File: src/hdl/env_sensor_compensation_macros.svh
// Assertion helpers used by the esc_back RTL file of the compensation block.
`ifndef ENV_SENSOR_COMPENSATION_MACROS_SVH
`define ENV_SENSOR_COMPENSATION_MACROS_SVH

// Consequent checked in the same cycle as the antecedent.
`define ESC_ASSERT_NOW(label, ante, cons, msg) \
    label: assert property (@(posedge clk) disable iff (!rst_n) (ante) |-> (cons)) \
        else $error(msg);

// Consequent checked in the cycle after the antecedent.
`define ESC_ASSERT_NEXT(label, ante, cons, msg) \
    label: assert property (@(posedge clk) disable iff (!rst_n) (ante) |=> (cons)) \
        else $error(msg);

`endif

File: src/hdl/esc_pkg.sv
package esc_pkg;

    localparam int QUEUE_DEPTH = 2;
    localparam int CFG_INDEX_W = 3;

    typedef enum logic [CFG_INDEX_W-1:0] {
        CFG_TEMP,
        CFG_PRES_LOW,
        CFG_PRES_HIGH,
        CFG_PRES_LAST,
        CFG_HUM_A,
        CFG_HUM_B
    } cfg_index_t;

    localparam logic [63:0] T_FINE_OFFSET = 64'd128000;
    localparam logic [63:0] PRES_FULL     = 64'd1048576;
    localparam logic [63:0] PRES_SCALE    = 64'd3125;
    localparam logic [63:0] PRES_BIAS     = 64'h0000_8000_0000_0000;
    localparam logic [31:0] HUM_OFFSET    = 32'd76800;
    localparam logic [31:0] HUM_BIAS      = 32'd2097152;
    localparam logic [31:0] HUM_MAX       = 32'd419430400;

    typedef struct packed {
        logic [19:0] raw_temperature;
        logic [19:0] raw_pressure;
        logic [15:0] raw_humidity;
    } sample_t;

    typedef struct packed {
        logic signed [31:0] temperature_centi;
        logic [31:0]        pressure_q24_8;
        logic [16:0]        humidity_q22_10;
        logic               pressure_invalid;
    } result_t;

    typedef struct packed {
        logic [47:0]        temp_coeffs;
        logic [63:0]        pres_coeffs_low;
        logic [63:0]        pres_coeffs_high;
        logic signed [15:0] pres_coeff_last;
        logic [39:0]        hum_coeffs_a;
        logic [31:0]        hum_coeffs_b;
    } coeff_t;

    typedef struct packed {
        logic [31:0] t_lin;
        logic [31:0] t_diff;
        logic [63:0] p_num;
        logic [31:0] h_base;
    } fe_item_t;

    function automatic logic [63:0] sx16(input logic [15:0] v);
        return {{48{v[15]}}, v};
    endfunction

    function automatic logic [63:0] sx8(input logic [7:0] v);
        return {{56{v[7]}}, v};
    endfunction

    function automatic logic [31:0] asr32(input logic [31:0] x, input int unsigned s);
        return $signed(x) >>> s;
    endfunction

    function automatic logic [63:0] asr64(input logic [63:0] x, input int unsigned s);
        return $signed(x) >>> s;
    endfunction

endpackage

File: src/hdl/esc_front.sv
module esc_front #(
    parameter int DEPTH = esc_pkg::QUEUE_DEPTH
) (
    input  logic              clk,
    input  logic              rst_n,
    input  logic              sample_valid,
    output logic              sample_stall,
    input  esc_pkg::sample_t  sample,
    input  esc_pkg::coeff_t   coeffs,
    output logic              head_valid,
    output esc_pkg::fe_item_t head,
    input  logic              pop
);
    import esc_pkg::*;

    localparam int PTR_W = (DEPTH > 1) ? $clog2(DEPTH) : 1;
    localparam int CNT_W = $clog2(DEPTH + 1);

    fe_item_t         mem [DEPTH];
    logic [PTR_W-1:0] wr_ptr_reg;
    logic [PTR_W-1:0] rd_ptr_reg;
    logic [CNT_W-1:0] count_reg;
    fe_item_t         prep;
    logic             push;
    logic [15:0]      t1;
    logic [15:0]      h4;

    assign t1 = coeffs.temp_coeffs[15:0];
    assign h4 = coeffs.hum_coeffs_b[15:0];

    always_comb
    begin
        prep.t_lin  = {15'd0, sample.raw_temperature[19:3]} - {15'd0, t1, 1'b0};
        prep.t_diff = {16'd0, sample.raw_temperature[19:4]} - {16'd0, t1};
        prep.p_num  = (PRES_FULL - {44'd0, sample.raw_pressure}) << 31;
        prep.h_base = {2'd0, sample.raw_humidity, 14'd0} - {h4[11:0], 20'd0} + 32'd16384;
    end

    assign sample_stall = (count_reg == CNT_W'(DEPTH));
    assign push         = sample_valid && !sample_stall;
    assign head_valid   = (count_reg != '0);
    assign head         = mem[rd_ptr_reg];

    always_ff @(posedge clk)
    begin
        if (push)
        begin
            mem[wr_ptr_reg] <= prep;
        end
    end

    always_ff @(posedge clk or negedge rst_n)
    begin
        if (!rst_n)
        begin
            wr_ptr_reg <= '0;
            rd_ptr_reg <= '0;
            count_reg  <= '0;
        end
        else
        begin
            if (push)
            begin
                wr_ptr_reg <= (wr_ptr_reg == PTR_W'(DEPTH - 1)) ? '0 : wr_ptr_reg + 1'b1;
            end
            if (pop)
            begin
                rd_ptr_reg <= (rd_ptr_reg == PTR_W'(DEPTH - 1)) ? '0 : rd_ptr_reg + 1'b1;
            end
            if (push && !pop)
            begin
                count_reg <= count_reg + 1'b1;
            end
            else if (pop && !push)
            begin
                count_reg <= count_reg - 1'b1;
            end
        end
    end

endmodule

File: config.mk
export PLATFORM = sky130hd
export DESIGN_NAME = esc_front
export DESIGN_NICKNAME = d
export VERILOG_FILES = /design/src/hdl/env_sensor_compensation_macros.svh /design/src/hdl/esc_pkg.sv /design/src/hdl/esc_front.sv
export SDC_FILE = /design/constraint.sdc
export NUM_CORES = 1
export LEC_CHECK = 0
export BUFFER_PORTS_ARGS = -buffer_cell sky130_fd_sc_hd__buf_2
export CELL_PAD_IN_SITES_DETAIL_PLACEMENT = 1
export CELL_PAD_IN_SITES_GLOBAL_PLACEMENT = 2
export CORE_AREA = 3 3 189 191
export DETAILED_ROUTE_END_ITERATION = 12
export DIE_AREA = 0 0 192 194
export GPL_TIMING_DRIVEN = 0
export PLACE_DENSITY_LB_ADDON = 0.1
export SYNTH_ARGS = -nofsm -noshare
export SYNTH_HDL_FRONTEND = slang
export SYNTH_SLANG_ARGS = --single-unit
File: constraint.sdc
create_clock -name clk -period 4.4 [get_ports clk]
set_clock_uncertainty 0.2 [all_clocks]
set_input_delay 0.22 -clock clk [delete_from_list [all_inputs] [get_ports clk]]
set_output_delay 0.22 -clock clk [all_outputs]
set_load 0.03 [all_outputs]
==> Flow_metrics.wiki <==
{| class="wikitable"
! Metric !! Value
|-
| Result of the run || finished, final reports clean
|-
| Final estimated routing congestion in global placement || around 0.76
|-
| Number of H-tree levels || 4
|-
| Clock tree from TritonCTS || yes
|-
| Unrepaired setup endpoints after global routing || no
|-
| Largest fanout of any net on the critical path || 10
|-
| Power density over cell area || 612.2 nW/µm²
|-
| Number of buffers inserted for hold repair after clock tree synthesis || 23
|-
| Share of Yosys cell area claimed by the top area cell type || between 40% and 50%
|-
| Count of cells resized by post-cts repair || 0
|-
| Avg Synthesized Cell Area || between 10 and 15 µm²
|-
| Maximum VDD drop || 308.6 µV
|-
| Filler cells || 3,916
|-
| Final Instance Count excl. Fillers || roughly 1,400
|-
| Io pins || slightly below 500
|-
| Clock buffer count from CTS || 17
|-
| Number of antenna-violating nets in the routed design || 0
|-
| Async set-or-reset flop fraction in the synthesized netlist || under 10%
|-
| Design area || 9841 µm²
|-
| Sequential element share of the synthesized area || 48.75%
|-
| Pin count of the biggest net entering global routing || 41
|-
| Cell area after placement || 9029 µm²
|-
| Total number of vias || ~5,300
|-
| Dominant register cell in the synthesized netlist || sky130_fd_sc_hd__edfxtp_1
|-
| CTS clk-pin slew, worst paths || 0.05 ns
|-
| Final wirelength || between 20,000 and 25,000 µm
|-
| Total of warnings raised by yosys || 0
|-
| Highest clock rate || between 0.3 and 0.4 GHz
|-
| Post-CTS repair timing setup buffer count || 0
|-
| Capturing element type of the critical path || primary output
|-
| Number of flip-flops in the largest register || ~110
|-
| Vias in the first global route || ~5,700
|-
| Final Setup Violations || 0
|-
| Leading cell type by number of instances after synthesis || sky130_fd_sc_hd__edfxtp_1
|-
| Iter 0 DRT Violations || between 200 and 250
|-
| Cell area after technology mapping || about 7200 µm²
|-
| Die height || ~190 µm
|-
| Number of input and output port buffers inserted || ~190
|-
| Worst Tran Pin Value || 0.7357 ns
|-
| Post-layout min period || between 3 and 4 ns
|-
| Average routed wire per standard cell || approximately 15 µm
|-
| Cell variety after synth || 50
|-
| Drt pass-1 iters || 4
|-
| Category of the critical setup timing path || reg2out
|-
| Number of nets in the layout || 1,270
|-
| Startpoint class of the critical path || flip-flop
|-
| Overflow after GRT || 0
|-
| Number of synthesized flops with an enable pin || 114
|-
| WP data required || slightly below 4 ns
|-
| Initial cell density of the core || between 20% and 30%
|-
| Post-synthesis to final-layout area growth || 36.14%
|-
| Post-Route Setup TNS || 0 ns
|-
| Static leakage || ~4.4 nW
|-
| Smallest setup slack after layout || 1.247 ns
|-
| Share of final-layout standard cells stronger than drive strength 1 || roughly 43%
|-
| Final count of hold timing violations || 0
|-
| Die ar. || between 30,000 and 40,000 µm²
|-
| Biggest area consumer among synthesized cells || sky130_fd_sc_hd__edfxtp_1
|-
| Total number of placement rows || 68
|-
| Maximum root-to-sink buffer count || 2
|-
| Synth top area cells || sky130_fd_sc_hd__edfxtp_1 47%, sky130_fd_sc_hd__buf_4 11%, sky130_fd_sc_hd__mux2_2 8.9%
|-
| Headroom to the max-slew limit || roughly half
|-
| Count of mapped cells out of synthesis || between 600 and 700
|-
| Max Cap Violations || 0
|-
| Reg2Reg Setup Slack || approximately 2.6 ns
|-
| Flip-flop and latch count after synthesis || 118
|-
| HPWL Detailed || approximately 16,000 µm
|-
| Fin. max-slew vios || 0
|-
| Overall track demand over capacity in global routing || 10.64%
|-
| Top cell types by occurrence after synthesis || 114 x sky130_fd_sc_hd__edfxtp_1, 103 x sky130_fd_sc_hd__buf_4, 57 x sky130_fd_sc_hd__mux2_2
|-
| Vias/cell || about 3.9
|-
| Clock Root Buffer || sky130_fd_sc_hd__clkbuf_16
|-
| Post-route clock period utilization || between 70% and 80%
|-
| Initial antenna violation count || 6
|-
| Core ar. || ~34,000 µm²
|-
| Clock latency of the later-clocked register in the worst-skew pair || 0.40 ns
|-
| Post-route DRC || 0
|-
| Die Width || roughly 190 µm
|-
| Worst Hold Class || in2reg
|-
| Placed Cells incl. Taps || between 1,000 and 1,500
|-
| Critical Path AT || 2.73 ns
|-
| Setup Slack @ Placement || 1.429 ns
|-
| Count of clock tree sinks || about 120
|-
| Global-route wire length before repair || around 31,000 µm
|}
==> per-layer routing <==
metal | track usage, % | vias to the layer above | wire, µm
li1 | - | 2589 | -
met2 | 16.67 | 206 | 8790
met5 | 0 | - | 41
met1 | 13.76 | 2483 | 9395
met4 | 2.294 | 6 | 193
met3 | 4.411 | 19 | 1946
==> power breakdown <==
group	internal, mW	switching [mW]
clock network	0.836	0.524
registers	1.60	0.0733
logic	1.06	1.93
==> worst paths after layout <==
kind	from	endpoint	cells after the start
max in group asynchronous	rst_n	count_reg[1]	3
worst min-delay path	sample[19]	mem[1][35]	2
worst max-delay path	rd_ptr_reg	head[131]	5
min in group asynchronous	rst_n	rd_ptr_reg	3
worst max register to register	count_reg[0]	mem[0][98]	4
worst min register to register	count_reg[1]	count_reg[1]	1
==> layout make-up <==
cell class | count | area, µm² | share of cell area (%)
clock buffers | 17 | 425.4 | 4.323
repair buffers | 214 | 1239 | 12.59
flip-flops and latches | 118 | 3523 | 35.80
inverters | 47 | 176.4 | 1.793
plain buffers | 112 | 807.0 | 8.201
diodes | 2 | 5.005 | 0.05086
multi-input cells | 388 | 2944 | 29.92
well taps | 455 | 569.3 | 5.785
clock inverters | 15 | 151.4 | 1.538
==> worst max-delay path, stage by stage (launching register included) <==
cell and delay, ns:
sky130_fd_sc_hd__dfrtp_1 0.46, sky130_fd_sc_hd__buf_1 0.47, sky130_fd_sc_hd__buf_1 0.62, sky130_fd_sc_hd__mux2_2 0.46
sky130_fd_sc_hd__buf_4 0.14, sky130_fd_sc_hd__buf_2 0.17
==> per-stage QoR <==
| stage | total power, mW | hold WS (ns) | util (%) |
|---|---|---|---|
| 2_1_floorplan | 3.827 | -0.2756 | - |
| 3_3_place_gp | 4.670 | -0.1726 | 26.10 |
| 3_5_place_dp | 4.724 | -0.1659 | 26.33 |
| 4_1_cts | 6.145 | 0.001222 | 28.69 |
| 5_1_grt | 6.390 | 0.02459 | 28.70 |
| 6_report | 6.025 | 0.02151 | 28.70 |
==> cells by family after synthesis <==
kind of cell	after synthesis	synth area share, %
AO/OA/AOI/OAI	83	7.270
XOR/XNOR	49	5.937
adder cells (fa/ha/maj)	48	8.413
buffers and inverters	159	13.61
flip-flops	118	48.75
multiplexers	58	9.019
other	1	0.05188
AND/OR/NAND/NOR	93	6.959
==> placed cells by master (no fill, tap or decap), types with 5 or more instances in the layout <==
cell,count
sky130_fd_sc_hd__a21o_1,8
sky130_fd_sc_hd__a21oi_1,26
sky130_fd_sc_hd__a31oi_1,5
sky130_fd_sc_hd__buf_1,5
sky130_fd_sc_hd__buf_2,188
sky130_fd_sc_hd__buf_4,103
sky130_fd_sc_hd__clkbuf_16,17
sky130_fd_sc_hd__conb_1,57
sky130_fd_sc_hd__dlygate4sd3_1,23
sky130_fd_sc_hd__edfxtp_1,114
sky130_fd_sc_hd__ha_1,47
sky130_fd_sc_hd__inv_1,47
sky130_fd_sc_hd__inv_6,5
sky130_fd_sc_hd__mux2_2,57
sky130_fd_sc_hd__nand2_1,19
sky130_fd_sc_hd__nand2b_1,9
sky130_fd_sc_hd__nor2_1,24
sky130_fd_sc_hd__nor3_1,7
sky130_fd_sc_hd__nor4_1,6
sky130_fd_sc_hd__o21a_1,8
sky130_fd_sc_hd__o21ai_0,18
sky130_fd_sc_hd__xnor2_1,29
sky130_fd_sc_hd__xor2_1,20
No activity file was read; power rests on OpenSTA's default activity.
